File: config.mk
export PLATFORM = sky130hd
export DESIGN_NAME = load_cell_median_tare_scaler
export DESIGN_NICKNAME = d
export VERILOG_FILES = /design/src/rtl/lcmts_pkg.sv /design/src/rtl/lcmts_ctrl.sv /design/src/rtl/lcmts_dp.sv /design/src/rtl/load_cell_median_tare_scaler.sv
export SDC_FILE = /design/constraint.sdc
export NUM_CORES = 1
export LEC_CHECK = 0
export BUFFER_PORTS_ARGS = -buffer_cell sky130_fd_sc_hd__buf_2
export CAP_MARGIN = 20
export CELL_PAD_IN_SITES_DETAIL_PLACEMENT = 0
export CELL_PAD_IN_SITES_GLOBAL_PLACEMENT = 1
export CORE_MARGIN = 2
export CORE_UTILIZATION = 35
export DETAILED_ROUTE_END_ITERATION = 16
export GPL_ROUTABILITY_DRIVEN = 0
export HOLD_SLACK_MARGIN = 0.06
export PLACE_DENSITY_LB_ADDON = 0.1
export SYNTH_ARGS = -nofsm -noshare
export SYNTH_HDL_FRONTEND = slang
export SYNTH_SLANG_ARGS = --single-unit
File: constraint.sdc
create_clock -name clk -period 16.32 [get_ports clk]
set_clock_uncertainty 0.05 [all_clocks]
set_input_delay 2.448 -clock clk [delete_from_list [all_inputs] [get_ports clk]]
set_output_delay 2.448 -clock clk [all_outputs]
set_load 0.02 [all_outputs]
File: src/rtl/lcmts_pkg.sv
// ----------------------------------------------------------------------------
// lcmts_pkg
// Types, register indexes and constants shared by the load-cell median, tare
// and scale block.
// ----------------------------------------------------------------------------
package lcmts_pkg;

    localparam int WINDOW_LEN_DEF = 7;

    localparam int SAMPLE_W = 24;
    localparam int SCALE_W  = 32;
    localparam int WEIGHT_W = 32;
    // numerator magnitude is |median - offset| * 2^24
    localparam int NUM_W    = 2 * SAMPLE_W;
    localparam int DIV_STEPS = NUM_W;
    localparam int STEP_W   = $clog2(DIV_STEPS);

    localparam int CFG_IDX_W  = 2;
    localparam int CFG_DATA_W = 32;

    localparam logic [CFG_IDX_W-1:0] REG_BOWL_SCALE   = 2'd0;
    localparam logic [CFG_IDX_W-1:0] REG_HOPPER_SCALE = 2'd1;
    localparam logic [CFG_IDX_W-1:0] REG_BOWL_OFFSET  = 2'd2;
    localparam logic [CFG_IDX_W-1:0] REG_HOPPER_OFFSET = 2'd3;

    localparam logic signed [SCALE_W-1:0]  SCALE_ONE  = 32'sh0001_0000;
    localparam logic signed [WEIGHT_W-1:0] WEIGHT_MAX = 32'sh7FFF_FFFF;
    localparam logic signed [WEIGHT_W-1:0] WEIGHT_MIN = 32'sh8000_0000;

    localparam logic ACT_START = 1'b0;
    localparam logic ACT_KEEP  = 1'b1;
    localparam logic CH_BOWL   = 1'b0;

    typedef struct packed {
        logic                       action;
        logic                       channel;
        logic                       tare;
        logic signed [SAMPLE_W-1:0] sample;
    } in_t;

    typedef struct packed {
        logic signed [WEIGHT_W-1:0] weight;
        logic signed [SAMPLE_W-1:0] median_raw;
        logic                       channel_out;
        logic                       was_tare;
        logic signed [SAMPLE_W-1:0] bowl_offset_out;
        logic                       saturated;
    } out_t;

    // controller -> datapath
    typedef struct packed {
        logic latch_start;
        logic keep;
        logic load_div;
        logic div_step;
        logic finish_tare;
        logic finish_meas;
    } cmd_t;

    // datapath -> controller
    typedef struct packed {
        logic last;
        logic tare;
    } sts_t;

endpackage

File: src/rtl/lcmts_ctrl.sv
// ----------------------------------------------------------------------------
// lcmts_ctrl
// Sequencer: takes readings, runs the divider at the end of a measurement
// burst and strobes the result.
// ----------------------------------------------------------------------------
module lcmts_ctrl
(
    input  logic              clk,
    input  logic              rst_n,
    input  logic              start,
    input  logic              action,
    input  lcmts_pkg::sts_t   sts,
    output lcmts_pkg::cmd_t   cmd,
    output logic              busy,
    output logic              done
);

    localparam logic [1:0] ST_IDLE = 2'd0;
    localparam logic [1:0] ST_PREP = 2'd1;
    localparam logic [1:0] ST_DIV  = 2'd2;
    localparam logic [1:0] ST_FIN  = 2'd3;

    logic [1:0]                    state_reg, state_next;
    logic [lcmts_pkg::STEP_W-1:0]  step_reg, step_next;
    logic                          tare_fin_reg, tare_fin_next;
    logic                          done_reg, done_next;
    logic                          accept;

    assign accept = start && !busy;
    assign busy   = (state_reg != ST_IDLE) || tare_fin_reg;
    assign done   = done_reg;

    always_comb
    begin
        state_next    = state_reg;
        step_next     = step_reg;
        tare_fin_next = 1'b0;
        done_next     = 1'b0;
        cmd           = '0;
        unique case (state_reg)
            ST_IDLE:
            begin
                if (tare_fin_reg)
                begin
                    cmd.finish_tare = 1'b1;
                    done_next       = 1'b1;
                end
                else if (accept)
                begin
                    if (action == lcmts_pkg::ACT_START)
                    begin
                        cmd.latch_start = 1'b1;
                    end
                    else
                    begin
                        cmd.keep = 1'b1;
                        if (sts.last)
                        begin
                            if (sts.tare)
                                tare_fin_next = 1'b1;
                            else
                                state_next = ST_PREP;
                        end
                    end
                end
            end
            ST_PREP:
            begin
                cmd.load_div = 1'b1;
                step_next    = lcmts_pkg::STEP_W'(lcmts_pkg::DIV_STEPS - 1);
                state_next   = ST_DIV;
            end
            ST_DIV:
            begin
                cmd.div_step = 1'b1;
                if (step_reg == '0)
                    state_next = ST_FIN;
                else
                    step_next = step_reg - 1'b1;
            end
            ST_FIN:
            begin
                cmd.finish_meas = 1'b1;
                done_next       = 1'b1;
                state_next      = ST_IDLE;
            end
            default:
            begin
                state_next = ST_IDLE;
            end
        endcase
    end

    always_ff @(posedge clk or negedge rst_n)
    begin
        if (!rst_n)
        begin
            state_reg    <= ST_IDLE;
            step_reg     <= '0;
            tare_fin_reg <= 1'b0;
            done_reg     <= 1'b0;
        end
        else
        begin
            state_reg    <= state_next;
            step_reg     <= step_next;
            tare_fin_reg <= tare_fin_next;
            done_reg     <= done_next;
        end
    end

endmodule

File: src/rtl/lcmts_dp.sv
// ----------------------------------------------------------------------------
// lcmts_dp
// Datapath: configuration registers, sorted insertion window, bit-serial
// restoring divider and result register.
// ----------------------------------------------------------------------------
module lcmts_dp
#(
    parameter int WINDOW_LEN = lcmts_pkg::WINDOW_LEN_DEF
)
(
    input  logic                                  clk,
    input  logic                                  rst_n,
    input  lcmts_pkg::cmd_t                       cmd,
    input  lcmts_pkg::in_t                        item,
    input  logic                                  cfg_we,
    input  logic [lcmts_pkg::CFG_IDX_W-1:0]       cfg_idx,
    input  logic [lcmts_pkg::CFG_DATA_W-1:0]      cfg_data,
    output lcmts_pkg::sts_t                       sts,
    output lcmts_pkg::out_t                       result
);

    localparam int CW  = (WINDOW_LEN > 1) ? $clog2(WINDOW_LEN) : 1;
    localparam int MID = WINDOW_LEN / 2;
    localparam int SW  = lcmts_pkg::SAMPLE_W;
    localparam int NW  = lcmts_pkg::NUM_W;
    localparam int DW  = lcmts_pkg::SCALE_W;

    // window kept in ascending order; entries at or above count are stale
    logic signed [SW-1:0] sorted_reg [WINDOW_LEN];
    logic signed [SW-1:0] sorted_next [WINDOW_LEN];
    logic                 gt       [WINDOW_LEN];
    logic                 gt_prev  [WINDOW_LEN];
    logic signed [SW-1:0] val_prev [WINDOW_LEN];
    logic [CW-1:0]        count_reg;

    logic                 chan_reg;
    logic                 tare_reg;
    logic signed [DW-1:0] bowl_scale_reg;
    logic signed [DW-1:0] hopper_scale_reg;
    logic signed [SW-1:0] bowl_offset_reg;
    logic signed [SW-1:0] hopper_offset_reg;
    logic signed [SW-1:0] offset_now_reg;

    logic [DW-1:0]        rem_reg;
    logic [NW-1:0]        dq_reg;
    logic [DW-1:0]        den_reg;
    logic                 neg_reg;

    lcmts_pkg::out_t      result_reg;

    logic signed [SW-1:0]  median;
    logic signed [SW-1:0]  offset_sel;
    logic signed [DW-1:0]  scale_sel;
    logic signed [DW-1:0]  scale_eff;
    logic signed [SW:0]    diff;
    logic [SW:0]           diff_mag;
    logic [DW-1:0]         scale_mag;
    logic [DW:0]           rem_sh;
    logic [DW:0]           rem_sub;
    logic                  q_bit;
    logic                  sat_pos;
    logic                  sat_neg;
    logic [DW-1:0]         q_low;

    assign median   = sorted_reg[MID];
    assign sts.last = (count_reg == CW'(WINDOW_LEN - 1));
    assign sts.tare = tare_reg;
    assign result   = result_reg;

    // one compare per slot; the new reading lands above every smaller or equal entry
    always_comb
    begin
        for (int i = 0; i < WINDOW_LEN; i++)
        begin
            gt[i] = (CW'(i) >= count_reg) ? 1'b1 : (sorted_reg[i] > item.sample);
        end
        gt_prev[0]  = 1'b0;
        val_prev[0] = item.sample;
        for (int i = 1; i < WINDOW_LEN; i++)
        begin
            gt_prev[i]  = gt[i-1];
            val_prev[i] = sorted_reg[i-1];
        end
        for (int i = 0; i < WINDOW_LEN; i++)
        begin
            if (CW'(i) > count_reg || !gt[i])
                sorted_next[i] = sorted_reg[i];
            else if (gt_prev[i])
                sorted_next[i] = val_prev[i];
            else
                sorted_next[i] = item.sample;
        end
    end

    always_ff @(posedge clk)
    begin
        if (cmd.keep)
        begin
            for (int i = 0; i < WINDOW_LEN; i++)
                sorted_reg[i] <= sorted_next[i];
        end
    end

    always_ff @(posedge clk or negedge rst_n)
    begin
        if (!rst_n)
        begin
            count_reg <= '0;
            chan_reg  <= lcmts_pkg::CH_BOWL;
            tare_reg  <= 1'b0;
        end
        else if (cmd.latch_start)
        begin
            count_reg <= '0;
            tare_reg  <= item.tare;
            chan_reg  <= item.tare ? lcmts_pkg::CH_BOWL : item.channel;
        end
        else if (cmd.keep)
        begin
            count_reg <= sts.last ? '0 : count_reg + 1'b1;
        end
    end

    // configuration; the live bowl offset also follows tare bursts
    always_ff @(posedge clk or negedge rst_n)
    begin
        if (!rst_n)
        begin
            bowl_scale_reg    <= lcmts_pkg::SCALE_ONE;
            hopper_scale_reg  <= lcmts_pkg::SCALE_ONE;
            bowl_offset_reg   <= '0;
            hopper_offset_reg <= '0;
            offset_now_reg    <= '0;
        end
        else
        begin
            if (cfg_we)
            begin
                unique case (cfg_idx)
                    lcmts_pkg::REG_BOWL_SCALE:
                        bowl_scale_reg <= cfg_data;
                    lcmts_pkg::REG_HOPPER_SCALE:
                        hopper_scale_reg <= cfg_data;
                    lcmts_pkg::REG_BOWL_OFFSET:
                    begin
                        bowl_offset_reg <= cfg_data[SW-1:0];
                        offset_now_reg  <= cfg_data[SW-1:0];
                    end
                    lcmts_pkg::REG_HOPPER_OFFSET:
                        hopper_offset_reg <= cfg_data[SW-1:0];
                    default:
                        ;
                endcase
            end
            if (cmd.finish_tare)
                offset_now_reg <= median;
        end
    end

    // operand set-up: magnitudes and result sign
    always_comb
    begin
        offset_sel = chan_reg ? hopper_offset_reg : offset_now_reg;
        scale_sel  = chan_reg ? hopper_scale_reg : bowl_scale_reg;
        scale_eff  = (scale_sel == '0) ? lcmts_pkg::SCALE_ONE : scale_sel;
        diff       = (SW+1)'(median) - (SW+1)'(offset_sel);
        diff_mag   = diff[SW] ? (SW+1)'(-diff) : diff;
        scale_mag  = scale_eff[DW-1] ? DW'(-scale_eff) : scale_eff;
    end

    // one quotient bit per step
    always_comb
    begin
        rem_sh  = {rem_reg, dq_reg[NW-1]};
        rem_sub = rem_sh - {1'b0, den_reg};
        q_bit   = (rem_sh >= {1'b0, den_reg});
    end

    always_ff @(posedge clk)
    begin
        if (cmd.load_div)
        begin
            rem_reg <= '0;
            dq_reg  <= {diff_mag[SW-1:0], {(NW-SW){1'b0}}};
            den_reg <= scale_mag;
            neg_reg <= diff[SW] ^ scale_eff[DW-1];
        end
        else if (cmd.div_step)
        begin
            rem_reg <= q_bit ? rem_sub[DW-1:0] : rem_sh[DW-1:0];
            dq_reg  <= {dq_reg[NW-2:0], q_bit};
        end
    end

    // clamp: positive limit 2^31-1, negative limit 2^31 in magnitude
    always_comb
    begin
        q_low   = dq_reg[DW-1:0];
        sat_pos = (dq_reg[NW-1:DW-1] != '0);
        sat_neg = (dq_reg[NW-1:DW] != '0) || (dq_reg[DW-1] && (dq_reg[DW-2:0] != '0));
    end

    always_ff @(posedge clk)
    begin
        if (cmd.finish_tare)
        begin
            result_reg.weight          <= '0;
            result_reg.median_raw      <= median;
            result_reg.channel_out     <= chan_reg;
            result_reg.was_tare        <= 1'b1;
            result_reg.bowl_offset_out <= median;
            result_reg.saturated       <= 1'b0;
        end
        else if (cmd.finish_meas)
        begin
            if (neg_reg)
            begin
                result_reg.weight    <= sat_neg ? lcmts_pkg::WEIGHT_MIN : DW'(-q_low);
                result_reg.saturated <= sat_neg;
            end
            else
            begin
                result_reg.weight    <= sat_pos ? lcmts_pkg::WEIGHT_MAX : q_low;
                result_reg.saturated <= sat_pos;
            end
            result_reg.median_raw      <= median;
            result_reg.channel_out     <= chan_reg;
            result_reg.was_tare        <= 1'b0;
            result_reg.bowl_offset_out <= offset_now_reg;
        end
    end

endmodule

File: src/rtl/load_cell_median_tare_scaler.sv
// ----------------------------------------------------------------------------
// load_cell_median_tare_scaler
// Median filter over a burst of load-cell readings, bowl tare and
// fixed-point scaling to a saturated Q24.8 weight.
// ----------------------------------------------------------------------------
// A reading is taken when start is high and busy is low. Burst-start readings
// and all but the last kept reading of a burst are taken without raising
// busy. The last kept reading is sorted into the window on its transfer; a
// tare burst then holds busy for one cycle and strobes done as busy falls,
// while a measurement burst holds busy through the prepare, divide and finish
// states, the bit-serial divider producing one quotient bit per cycle, with
// done strobed in the same cycle as busy falls. The result is valid only while
// done is high; the receiver cannot stall it, so it must take every transfer.
// Configuration writes land at once and belong in idle periods.
// ----------------------------------------------------------------------------
module load_cell_median_tare_scaler
#(
    parameter int WINDOW_LEN = lcmts_pkg::WINDOW_LEN_DEF
)
(
    input  logic                                  clk,
    input  logic                                  rst_n,
    input  logic                                  start,
    output logic                                  busy,
    input  lcmts_pkg::in_t                        item,
    output logic                                  done,
    output lcmts_pkg::out_t                       result,
    input  logic                                  cfg_we,
    input  logic [lcmts_pkg::CFG_IDX_W-1:0]       cfg_idx,
    input  logic [lcmts_pkg::CFG_DATA_W-1:0]      cfg_data
);

    lcmts_pkg::cmd_t cmd;
    lcmts_pkg::sts_t sts;

    lcmts_ctrl u_ctrl
    (
        .clk    (clk),
        .rst_n  (rst_n),
        .start  (start),
        .action (item.action),
        .sts    (sts),
        .cmd    (cmd),
        .busy   (busy),
        .done   (done)
    );

    lcmts_dp #(
        .WINDOW_LEN (WINDOW_LEN)
    ) u_dp
    (
        .clk      (clk),
        .rst_n    (rst_n),
        .cmd      (cmd),
        .item     (item),
        .cfg_we   (cfg_we),
        .cfg_idx  (cfg_idx),
        .cfg_data (cfg_data),
        .sts      (sts),
        .result   (result)
    );

endmodule

==> run summary, run 1 <==
RUN STATUS
----------------------------------------------------------------------------------------
Status .................................................................... finished, final reports clean

FLOORPLAN
----------------------------------------------------------------------------------------
Initial standard-cell utilization of the core .............................        35.3%
Floorplan die height ......................................................       270 um
CORE AREA .................................................................   69,900 um2
Standard-cell rows ........................................................           97
Die area ..................................................................   72,700 um2
Die X .....................................................................       270 um
Number of top-level pins ..................................................          150

SYNTHESIS
----------------------------------------------------------------------------------------
Biggest area consumer among synthesized cells ............................. sky130_fd_sc_hd__edfxtp_1
Leading post-synthesis cells by cell area ................................. sky130_fd_sc_hd__edfxtp_1, sky130_fd_sc_hd__dfrtp_1, sky130_fd_sc_hd__ha_1, sky130_fd_sc_hd__mux2_2, sky130_fd_sc_hd__dfxtp_1
Number of distinct library cells after synthesis ..........................           83
Synth Register Bits .......................................................          419
Total of warnings raised by yosys .........................................            0
Share of Yosys cell area claimed by the top area cell type ................        24.5%
Share of async-settable or async-resettable flops after synthesis .........        30.3%
Netlist area before placement .............................................   24,700 um2
Sequential element share of the synthesized area ..........................        44.7%
Syn nets ..................................................................        2,633
Syn avg cell area .........................................................     10.3 um2
Number of enable flip-flop cells after synthesis ..........................          202
Prevailing post-synth register cell ....................................... sky130_fd_sc_hd__edfxtp_1
Gate count of the mapped netlist ..........................................        2,405

LAYOUT
----------------------------------------------------------------------------------------
Combined area of the multi-input logic cells ..............................   12,900 um2
Layout Cell Area excl Fill ................................................   28,300 um2
Ratio of cells with drive above 1 in the final layout .....................        18.3%
Register cell area after layout ...........................................   11,100 um2
Post-route core utilization ...............................................        40.4%
Layout area overhead ......................................................        14.4%
Number of cells in the finished layout apart from fillers .................        3,497
Total number of nets in the final design ..................................        2,741
Max reg flops .............................................................           96
Layout fillers ............................................................        6,915

TIMING
----------------------------------------------------------------------------------------
Actual transition at the worst max-transition pin .........................      1.06 ns
Worst hold slack across all endpoints .....................................     0.399 ns
Portion of the clock cycle consumed by the worst path in the final layout .        37.2%
RSZ-0062 raised after global routing ......................................           no
Pins Over Slew Limit ......................................................            0
Slew HR ...................................................................        28.8%
Number of hold violations in the final report .............................            0
Setup tns final ...........................................................         0 ns
Final setup viols .........................................................            0
FMAX ......................................................................      165 MHz
Post-layout min period ....................................................      6.08 ns

FLOW RUN
----------------------------------------------------------------------------------------
Number of violations of the max-capacitance limit .........................            0

GRT
----------------------------------------------------------------------------------------
Via count of the first global-routing pass ................................       19,126
Remaining global-route overflow ...........................................            0
Maximum number of pins on one net before global-route repair ..............           77
Antenna violations before repair ..........................................           10
Global-route wire length before repair ....................................       115 mm
Global Route Usage Sum ....................................................        20.2%

ROUTE
----------------------------------------------------------------------------------------
Via density per instance ..................................................         5.36
Wirelength per Cell .......................................................      21.2 um
First-pass detailed-route iteration total .................................            7
Detailed-route via count ..................................................       18,728
Final WL ..................................................................      74.2 mm
Routed Antenna Nets .......................................................            0
Number of remaining DRC errors ............................................            0
1st-iter DRT viols ........................................................        1,127

CRITICAL PATH
----------------------------------------------------------------------------------------
CP Class .................................................................. input port to flip-flop
Capturing element type of the critical path ...............................    flip-flop
Required time at the worst-slack endpoint .................................     16.57 ns
Arrival @ worst endpoint ..................................................      6.33 ns
Critical path peak fanout .................................................           24
Startpoint class of the critical path .....................................   input port

PLACED DESIGN
----------------------------------------------------------------------------------------
Count of input and output buffers .........................................          149
Half-perimeter wire length after detailed placement .......................      54.8 mm
Number of cells in the design after placement .............................        3,399
Standard cell area after detailed placement ...............................   26,500 um2

CTS
----------------------------------------------------------------------------------------
Clock sink total ..........................................................          419
Post-CTS Setup Inserts ....................................................            0
CTS clock-pin slew for the worst setup and hold paths .....................      0.06 ns
CTS root buf .............................................................. sky130_fd_sc_hd__clkbuf_16
Clock network latency to the later pin of the worst-skew pair .............      0.60 ns
Hold Buf Count CTS ........................................................            0
Number of buffers created by CTS ..........................................           51
Deepest level of the CTS H-tree ...........................................            2
TritonCTS clock tree ......................................................        built
Post-cts gate resize count ................................................            0
Clock Tree Buf Depth ......................................................            3

PWR
----------------------------------------------------------------------------------------
Leakage ...................................................................      11.3 nW
IR Drop Worst-Case VDD ....................................................    0.0714 mV
Power density over the cells ..............................................   128 nW/um2

HOLD PATH
----------------------------------------------------------------------------------------
Min-delay worst type ...................................................... flip-flop to flip-flop

## layout make-up
class	count	area share, %
Antenna cell	2	0.0177
Multi-Input combinational cell	1776	45.8
Clock buffer	73	5.21
Clock inverter	22	1.03
Inverter	89	1.18
Timing Repair Buffer	176	3.52
Sequential cell	419	39.1
Tap cell	940	4.16
## cells by family after synthesis
logic type	Yosys count	share of synthesized area, %
buffers and inverters	210	3.28
xor gates and xnor gates	84	3.01
and+or+nand+nor	701	14.0
muxes	285	12.4
AOI/OAI and AO/OA	543	14.3
DFF	419	44.7
adders and majority gates	163	8.31
## per-stage QoR
step | total power, W | setup WS (ns)
after global routing | 0.00386 | 10.14
after detailed placement | 0.00245 | 9.69
after floorplan | 0.00217 | 9.81
after global placement | 0.00243 | 9.63
final | 0.00363 | 10.24
after CTS | 0.00367 | 10.31
## synthesized netlist by cell type (17+ instances only)
cell type	instances
sky130_fd_sc_hd__nor2_1	175
sky130_fd_sc_hd__nor3b_1	19
sky130_fd_sc_hd__o21ai_0	133
sky130_fd_sc_hd__nand2_1	174
sky130_fd_sc_hd__dfrtp_1	125
sky130_fd_sc_hd__ha_1	161
sky130_fd_sc_hd__a21oi_1	126
sky130_fd_sc_hd__o31ai_1	26
sky130_fd_sc_hd__dfxtp_1	90
sky130_fd_sc_hd__o21a_1	17
sky130_fd_sc_hd__mux2_2	166
sky130_fd_sc_hd__a211oi_1	37
sky130_fd_sc_hd__o211ai_1	24
sky130_fd_sc_hd__xor2_1	28
sky130_fd_sc_hd__nand2b_1	24
sky130_fd_sc_hd__inv_1	88
sky130_fd_sc_hd__nand4_1	29
sky130_fd_sc_hd__a31oi_1	17
sky130_fd_sc_hd__nor2b_1	53
sky130_fd_sc_hd__clkbuf_1	97
sky130_fd_sc_hd__and3_1	18
sky130_fd_sc_hd__mux2i_1	119
sky130_fd_sc_hd__nor3_1	57
sky130_fd_sc_hd__a21o_1	59
sky130_fd_sc_hd__nor4_1	18
sky130_fd_sc_hd__edfxtp_1	202
sky130_fd_sc_hd__nand3_1	62
sky130_fd_sc_hd__xnor2_1	55
## cells in the final DEF, fill, tap and decap left out, types with 24 or more instances in the layout
cell,synthesis,final
sky130_fd_sc_hd__a211oi_1,37,37
sky130_fd_sc_hd__buf_4,0,25
sky130_fd_sc_hd__inv_1,88,87
sky130_fd_sc_hd__xnor2_1,55,55
sky130_fd_sc_hd__nor2b_1,53,53
sky130_fd_sc_hd__nand2b_1,24,24
sky130_fd_sc_hd__o31ai_1,26,25
sky130_fd_sc_hd__nor3_1,57,56
sky130_fd_sc_hd__mux2_2,166,166
sky130_fd_sc_hd__clkbuf_16,0,55
sky130_fd_sc_hd__mux2i_1,119,119
sky130_fd_sc_hd__a21o_1,59,59
sky130_fd_sc_hd__edfxtp_1,202,202
sky130_fd_sc_hd__dfxtp_1,90,90
sky130_fd_sc_hd__a21oi_1,126,125
sky130_fd_sc_hd__nand4_1,29,29
sky130_fd_sc_hd__dfrtp_1,125,124
sky130_fd_sc_hd__nand3_1,62,62
sky130_fd_sc_hd__ha_1,161,158
sky130_fd_sc_hd__nand2_1,174,174
sky130_fd_sc_hd__o211ai_1,24,24
sky130_fd_sc_hd__xor2_1,28,28
sky130_fd_sc_hd__nor2_1,175,173
sky130_fd_sc_hd__o21ai_0,133,132
sky130_fd_sc_hd__buf_2,11,148
## report_power, final
part | total, W | switching (W) | internal, W
combinational | 0.000990 | 0.000560 | 0.000430
clock | 0.00120 | 0.000466 | 0.000737
sequential | 0.00143 | 0.000163 | 0.00127
## per-layer routing
layer  global-route usage [%]  share of wire, %  vias to the layer above
li1                         -                 -                     9114
met4                     5.92               2.8                       12
met2                     35.2                49                      336
met1                     25.7                44                     9143
met5                        0              0.11                        -
met3                     3.38               4.2                      123
## final timing paths
path	start	endpoint	slack [ns]	cells past startpoint
worst max-delay path	item[1]	u_dp.sorted_reg[2][1]	10.24	15
worst min-delay path	u_dp.result[25]	u_dp.result[25]	0.40	2
worst max register to register	u_dp.chan_reg	u_dp.dq_reg[45]	11.25	13
worst min register to register	u_dp.result[25]	u_dp.result[25]	0.40	2
max in group asynchronous	rst_n	u_dp.chan_reg	13.09	2
min in group asynchronous	rst_n	u_dp.offset_now_reg[7]	1.81	1
## worst max-delay path, cell delays in order
cell and delay, ns:
sky130_fd_sc_hd__buf_2 0.13, sky130_fd_sc_hd__inv_1 0.11, sky130_fd_sc_hd__ha_1 0.32, sky130_fd_sc_hd__nor2b_1 0.14, sky130_fd_sc_hd__o21a_1 0.16, sky130_fd_sc_hd__o21a_1 0.16
sky130_fd_sc_hd__o21ai_0 0.20, sky130_fd_sc_hd__a21oi_1 0.11, sky130_fd_sc_hd__nor2_1 0.34, sky130_fd_sc_hd__o2111ai_1 0.18, sky130_fd_sc_hd__or3b_2 0.50, sky130_fd_sc_hd__a31oi_2 0.74
sky130_fd_sc_hd__buf_4 0.41, sky130_fd_sc_hd__nor3_2 0.07, sky130_fd_sc_hd__buf_4 0.28
Power figures use the tool's default switching activity.
==> run 2: changes to the inputs <==
==> constraint.sdc (replaced) <==
create_clock -name clk -period 5.88 [get_ports clk]
set_clock_uncertainty 0.05 [all_clocks]
set_input_delay 0.882 -clock clk [delete_from_list [all_inputs] [get_ports clk]]
set_output_delay 0.882 -clock clk [all_outputs]
set_load 0.02 [all_outputs]
==> run 2 against run 1 <==
  * Critical endpoint is now u_dp.dq_reg[45]
  * Critical path type is now flip-flop to flip-flop
  * Global-route usage is 0.41 points lower
  * Sequential share of layout area is 0.15 points higher
  * Cell count grew 0.11%
==> run summary, run 2 (synthesis results as in run 1) <==
TIMING
----------------------------------------------------------------------------------------
RSZ-0062 raised after global routing ......................................           no
Number of hold violations in the final report .............................            0
Worst hold slack across all endpoints .....................................     0.247 ns
Pins Over Slew Limit ......................................................            0
Final setup viols .........................................................            0
Setup tns final ...........................................................         0 ns
Post-layout min period ....................................................      4.82 ns
Actual transition at the worst max-transition pin .........................      1.08 ns
Portion of the clock cycle consumed by the worst path in the final layout .        81.9%
FMAX ......................................................................      208 MHz
Slew HR ...................................................................        28.1%

CTS
----------------------------------------------------------------------------------------
Deepest level of the CTS H-tree ...........................................            2
CTS root buf .............................................................. sky130_fd_sc_hd__clkbuf_16
TritonCTS clock tree ......................................................        built
Post-cts gate resize count ................................................            0
Number of buffers created by CTS ..........................................           51
Clock network latency to the later pin of the worst-skew pair .............      0.60 ns
Clock sink total ..........................................................          419
CTS clock-pin slew for the worst setup and hold paths .....................      0.07 ns
Hold Buf Count CTS ........................................................            0
Post-CTS Setup Inserts ....................................................            0
Clock Tree Buf Depth ......................................................            3

PWR
----------------------------------------------------------------------------------------
Overall power after layout ................................................    0.00990 W
IR Drop Worst-Case VDD ....................................................     0.190 mV
Leakage ...................................................................      11.2 nW
Power density over the cells ..............................................   352 nW/um2

LAYOUT
----------------------------------------------------------------------------------------
Ratio of cells with drive above 1 in the final layout .....................        18.4%
Highest-count cells in the layout ignoring fill and taps .................. sky130_fd_sc_hd__edfxtp_1, sky130_fd_sc_hd__nand2_1, sky130_fd_sc_hd__nor2_1
Max reg flops .............................................................           96
Most common cell after layout, fill and taps aside ........................ sky130_fd_sc_hd__edfxtp_1
Post-route core utilization ...............................................        40.3%
Number of cells in the finished layout apart from fillers .................        3,501
Total number of nets in the final design ..................................        2,745
Layout area overhead ......................................................        14.0%

RUN STATUS
----------------------------------------------------------------------------------------
Status .................................................................... finished, final reports clean

CRITICAL PATH
----------------------------------------------------------------------------------------
CP Class .................................................................. flip-flop to flip-flop
Critical path peak fanout .................................................           36
Capturing element type of the critical path ...............................    flip-flop
Arrival @ worst endpoint ..................................................      5.10 ns
End of the worst register-to-register path ................................ u_dp.dq_reg[45]
Startpoint of the most critical setup path ................................ u_dp.chan_reg
Capture point of the worst path ........................................... u_dp.dq_reg[45]
Worst-case reg-to-reg path depth ..........................................           14
Startpoint class of the critical path .....................................    flip-flop
Required time at the worst-slack endpoint .................................      6.16 ns
Start of the worst register-to-register path .............................. u_dp.chan_reg
Setup slack on the worst flop-to-flop path ................................      1.06 ns

ROUTE
----------------------------------------------------------------------------------------
Number of remaining DRC errors ............................................            0
Uppermost signal routing layer after detailed routing .....................         met5
Detailed-route via count ..................................................       18,686
Met2 wire length ..........................................................      35.9 mm
Met3 routed wirelength ....................................................      2.74 mm
Final WL ..................................................................      72.8 mm
Wirelength per Cell .......................................................      20.8 um
1st-iter DRT viols ........................................................        1,087
Routed Antenna Nets .......................................................            0
Wire length the detailed router placed on met1 ............................      32.3 mm
Via density per instance ..................................................         5.34
First-pass detailed-route iteration total .................................            5

HOLD PATH
----------------------------------------------------------------------------------------
Min-delay worst type ...................................................... input port to async pin

GRT
----------------------------------------------------------------------------------------
Global-route wire length before repair ....................................       113 mm
Maximum number of pins on one net before global-route repair ..............           82
Via count of the first global-routing pass ................................       19,187
Antenna violations before repair ..........................................           11
Remaining global-route overflow ...........................................            0
Global Route Usage Sum ....................................................        19.8%

FLOORPLAN
----------------------------------------------------------------------------------------
Number of top-level pins ..................................................          150
Standard-cell rows ........................................................           97
CORE AREA .................................................................   69,900 um2
Floorplan die height ......................................................       270 um
Die area ..................................................................   72,700 um2
Initial standard-cell utilization of the core .............................        35.3%
Die X .....................................................................       270 um

PLACED DESIGN
----------------------------------------------------------------------------------------
Count of input and output buffers .........................................          149
Half-perimeter wire length after detailed placement .......................      54.4 mm
Number of cells in the design after placement .............................        3,403

FLOW RUN
----------------------------------------------------------------------------------------
Number of violations of the max-capacitance limit .........................            0

==> run 2: cell type report <==
| class | instances | area (um2) |
|---|---|---|
| antenna | 1 | 2.50 |
| clock buffer | 69 | 1400 |
| clock inverter | 27 | 262 |
| fill | 6919 | 41700 |
| inverter | 89 | 334 |
| multi-input combinational | 1776 | 12900 |
| sequential | 419 | 11100 |
| tap | 940 | 1180 |
| timing repair buffer | 180 | 1000 |
==> run 2: power by group <==
part,leakage (nW),switching (W),internal (W),total (W)
Sequential,4.02,0.000460,0.00353,0.00399
Clock,0.797,0.00132,0.00184,0.00316
Combinational,6.40,0.00156,0.00119,0.00276
Total,11.2,0.00334,0.00656,0.00990
==> run 2: how the worst min path moves through the flow <==
stage                      from                     end  cells after the start
2_1_floorplan  u_dp.rem_reg[26]        u_dp.rem_reg[26]                      2
3_3_place_gp    u_dp.result[25]         u_dp.result[25]                      2
3_5_place_dp    u_dp.result[25]         u_dp.result[25]                      2
4_1_cts                   rst_n  u_dp.offset_now_reg[7]                      1
5_1_grt                   rst_n  u_dp.offset_now_reg[7]                      1
6_report                  rst_n  u_dp.offset_now_reg[7]                      1
==> run 2: critical path, cell delays in order (launching register included) <==
cell and delay (ns):
sky130_fd_sc_hd__dfrtp_4 0.77, sky130_fd_sc_hd__mux2_2 0.26, sky130_fd_sc_hd__ha_1 0.16, sky130_fd_sc_hd__inv_1 0.06, sky130_fd_sc_hd__fa_1 0.43, sky130_fd_sc_hd__a211oi_2 0.31
sky130_fd_sc_hd__o31a_1 0.23, sky130_fd_sc_hd__xnor2_1 0.20, sky130_fd_sc_hd__a21o_1 0.26, sky130_fd_sc_hd__nor4_1 0.57, sky130_fd_sc_hd__nand4_1 0.28, sky130_fd_sc_hd__nor3_1 0.42
sky130_fd_sc_hd__a31oi_1 0.17, sky130_fd_sc_hd__xnor2_1 0.16, sky130_fd_sc_hd__a22o_1 0.19
==> run 2: metrics by stage <==
stage,cell area (um2),setup WS (ns)
final,28200,1.06
after global routing,28200,0.779
after CTS,28100,1.16
after detailed placement,26500,1.20
after global placement,26500,1.25
after floorplan,24700,0.152
==> run 2: routing by layer <==
metal / vias to the layer above / GRT usage (%)
met5: - / 0
met4: 18 / 5.07
met3: 119 / 3.39
met2: 300 / 35.0
met1: 9117 / 25.0
li1: 9132 / -
==> run 3: changes to the inputs <==
==> constraint.sdc (replaced) <==
create_clock -name clk -period 3.9 [get_ports clk]
set_clock_uncertainty 0.05 [all_clocks]
set_input_delay 0.585 -clock clk [delete_from_list [all_inputs] [get_ports clk]]
set_output_delay 0.585 -clock clk [all_outputs]
set_load 0.02 [all_outputs]
==> run 3 against run 2 <==
  * The flow now finishes with violations (setup timing)
  * Routed wire length is 3.4% higher
  * Worst setup slack lost 1.2 ns
  * Sequential share of layout area down 2.3 points
  * Core utilization rose by 2.5 points
  * Register-to-register slack got worse by 1.2 ns
  * Die area unchanged
  * Worst hold slack got worse by 0.058 ns
  * Count of clock-buffer cells in the layout is 3 lower
  * Highest routed layer unchanged
==> run summary, run 3 (synthesis results as in run 1) <==
RUN STATUS
----------------------------------------------------------------------------------------
Status .................................................................... finished with violations
Violated checks ........................................................... setup timing

CRITICAL PATH
----------------------------------------------------------------------------------------
Slowest stage cell, crit path ............................................. sky130_fd_sc_hd__or4_4
Total buffers and inverters traversed by the critical path ................            1
Capturing element type of the critical path ...............................    flip-flop
Arrival @ worst endpoint ..................................................      4.28 ns
Cell family with most CP delay ............................................ compound AO/OA/AOI/OAI gates
Cell seen most often among critical-path stages ........................... sky130_fd_sc_hd__o31ai_4
CP Class .................................................................. flip-flop to flip-flop
Required time at the worst-slack endpoint .................................      4.17 ns
Capture point of the worst path ........................................... u_dp.dq_reg[42]
Crit path cell chain ...................................................... mux2_4 > ha_4 > inv_2 > fa_2 > a211oi_4 > o31ai_4 > a211o_1 > or4_4 > or4b_4 > o31ai_4 > xnor2_2 > a22o_1
Worst-case reg-to-reg path depth ..........................................           12
Setup slack on the worst flop-to-flop path ................................     -0.10 ns
Startpoint class of the critical path .....................................    flip-flop
End of the worst register-to-register path ................................ u_dp.dq_reg[42]
Startpoint of the most critical setup path ................................ u_dp.chan_reg
Start of the worst register-to-register path .............................. u_dp.chan_reg
Stage delay of the slowest cell on the critical path ......................      0.56 ns
CP Depth ..................................................................           12
Critical path peak fanout .................................................            4

LAYOUT
----------------------------------------------------------------------------------------
Layout Cell Area excl Fill ................................................   29,900 um2
Number of cells in the finished layout apart from fillers .................        3,654
Total number of nets in the final design ..................................        2,900
Most common cell after layout, fill and taps aside ........................ sky130_fd_sc_hd__edfxtp_1
Post-route core utilization ...............................................        42.7%
Layout area overhead ......................................................        20.9%
Highest-count cells in the layout ignoring fill and taps .................. sky130_fd_sc_hd__edfxtp_1, sky130_fd_sc_hd__nand2_1, sky130_fd_sc_hd__nor2_1
Max reg flops .............................................................           96
Ratio of cells with drive above 1 in the final layout .....................        24.6%

ROUTE
----------------------------------------------------------------------------------------
Number of remaining DRC errors ............................................            0
Wirelength per Cell .......................................................      20.6 um
Detailed-route via count ..................................................       19,426
1st-iter DRT viols ........................................................        1,182
Via density per instance ..................................................         5.32
First-pass detailed-route iteration total .................................            5
Routed Antenna Nets .......................................................            0
Final WL ..................................................................      75.3 mm

TIMING
----------------------------------------------------------------------------------------
Actual transition at the worst max-transition pin .........................     0.857 ns
Slew HR ...................................................................        42.9%
Pins Over Slew Limit ......................................................            0
Worst hold slack across all endpoints .....................................     0.189 ns
Post-layout min period ....................................................      4.00 ns
Worst path setup slack after routing ......................................    -0.102 ns
Number of hold violations in the final report .............................            0
Portion of the clock cycle consumed by the worst path in the final layout .         103%
FMAX ......................................................................      250 MHz
Final setup viols .........................................................            4
RSZ-0062 raised after global routing ......................................          yes

GRT
----------------------------------------------------------------------------------------
Maximum number of pins on one net before global-route repair ..............           84
Remaining global-route overflow ...........................................            0
Via count of the first global-routing pass ................................       19,477
Global-route wire length before repair ....................................       115 mm
Antenna violations before repair ..........................................            9
Global Route Usage Sum ....................................................        20.2%

PLACED DESIGN
----------------------------------------------------------------------------------------
Half-perimeter wire length after detailed placement .......................      56.6 mm
Number of cells in the design after placement .............................        3,546
Count of input and output buffers .........................................          149
Standard cell area after detailed placement ...............................   27,700 um2

CTS
----------------------------------------------------------------------------------------
Deepest level of the CTS H-tree ...........................................            2
Clock network latency to the later pin of the worst-skew pair .............      0.60 ns
Clock sink total ..........................................................          419
CTS clock-pin slew for the worst setup and hold paths .....................      0.06 ns
Clock Tree Buf Depth ......................................................            3
TritonCTS clock tree ......................................................        built
Number of buffers created by CTS ..........................................           51
CTS root buf .............................................................. sky130_fd_sc_hd__clkbuf_16

PWR
----------------------------------------------------------------------------------------
Leakage ...................................................................      12.1 nW
Power density over the cells ..............................................   525 nW/um2
IR Drop Worst-Case VDD ....................................................     0.531 mV
Overall power after layout ................................................     0.0157 W

FLOORPLAN
----------------------------------------------------------------------------------------
Die X .....................................................................       270 um
Initial standard-cell utilization of the core .............................        35.3%
Floorplan die height ......................................................       270 um
Number of top-level pins ..................................................          150
CORE AREA .................................................................   69,900 um2
Standard-cell rows ........................................................           97
Die area ..................................................................   72,700 um2

HOLD PATH
----------------------------------------------------------------------------------------
Min-delay worst type ...................................................... input port to flip-flop

FLOW RUN
----------------------------------------------------------------------------------------
Number of violations of the max-capacitance limit .........................            0

## run 3: changes by cell type in the layout (fill, tap and decap cells not counted), sizes merged
cell / previous run / this run
buf: 180 / 332
bufinv: 4 / 8
clkbuf: 69 / 67
clkinvlp: 4 / 2
inv: 91 / 89
clkinv: 17 / 18
dlygate4sd3: 0 / 1
nand2: 174 / 175
## run 3: worst min path at each step
stage | slack [ns] | start | end | cells after the start
4_1_cts | 0.16 | item[5] | u_dp.sorted_reg[0][5] | 1
6_report | 0.19 | item[6] | u_dp.sorted_reg[0][6] | 1
2_1_floorplan | 0.24 | rst_n | u_ctrl.done | 0
5_1_grt | 0.18 | item[12] | u_dp.sorted_reg[0][12] | 1
3_3_place_gp | 0.41 | u_dp.result[51] | u_dp.result[51] | 2
3_5_place_dp | 0.42 | u_dp.result[51] | u_dp.result[51] | 2
## run 3: cell type report
type                    instances  area, um2
diodes                          1       2.50
clock buffers                  66       1400
clock inverters                28        343
fillers                      6809      40000
inverters                      89        334
multi-input cells            1777      13300
flip-flops and latches        419      11100
well taps                     940       1180
repair buffers                334       2320
## run 3: routing by layer
layer  up-vias  wire length, um  global-route usage, %
met3       101             2640                   2.50
met1      9539            33800                   26.2
met5         -               34                      0
li1       9431                -                      -
met2       349            36600                   34.9
met4         6             2160                   6.23
## run 3: metrics by stage
stage               setup TNS, ns  setup slack (ns)
CTS                       -0.0696           -0.0696
global route                -1.14            -0.231
global placement           -0.120           -0.0637
detailed placement         -0.236           -0.0915
finish                     -0.141            -0.102
floorplan                   -3.22            -0.525
## run 3: what timing repair did
item | in CTS | in global routing
endpoints found under the setup margin | 6 | 22
hold endpoints to repair | 61 | 0
buffers inserted | 6 | 4
cloned | 0 | 2
hold buffers | 1 | 0
pin swaps | 10 | 10
resized for setup | 19 | 37
## run 3: worst reg2reg max path, delay by kind of cell (launching register included)
family / cells / cell delay [ns]
compound gates: 5 / 1.17
xor+xnor: 1 / 0.11
fa+ha+maj: 2 / 0.51
buf+inv: 1 / 0.04
flops: 1 / 0.51
mux: 1 / 0.22
simple gates: 2 / 1.12
## run 3: where the power goes
| part | internal (W) | total (W) | switching [W] |
|---|---|---|---|
| combinational | 0.00216 | 0.00472 | 0.00256 |
| clock | 0.00306 | 0.00499 | 0.00193 |
| sequential | 0.00532 | 0.00599 | 0.000670 |
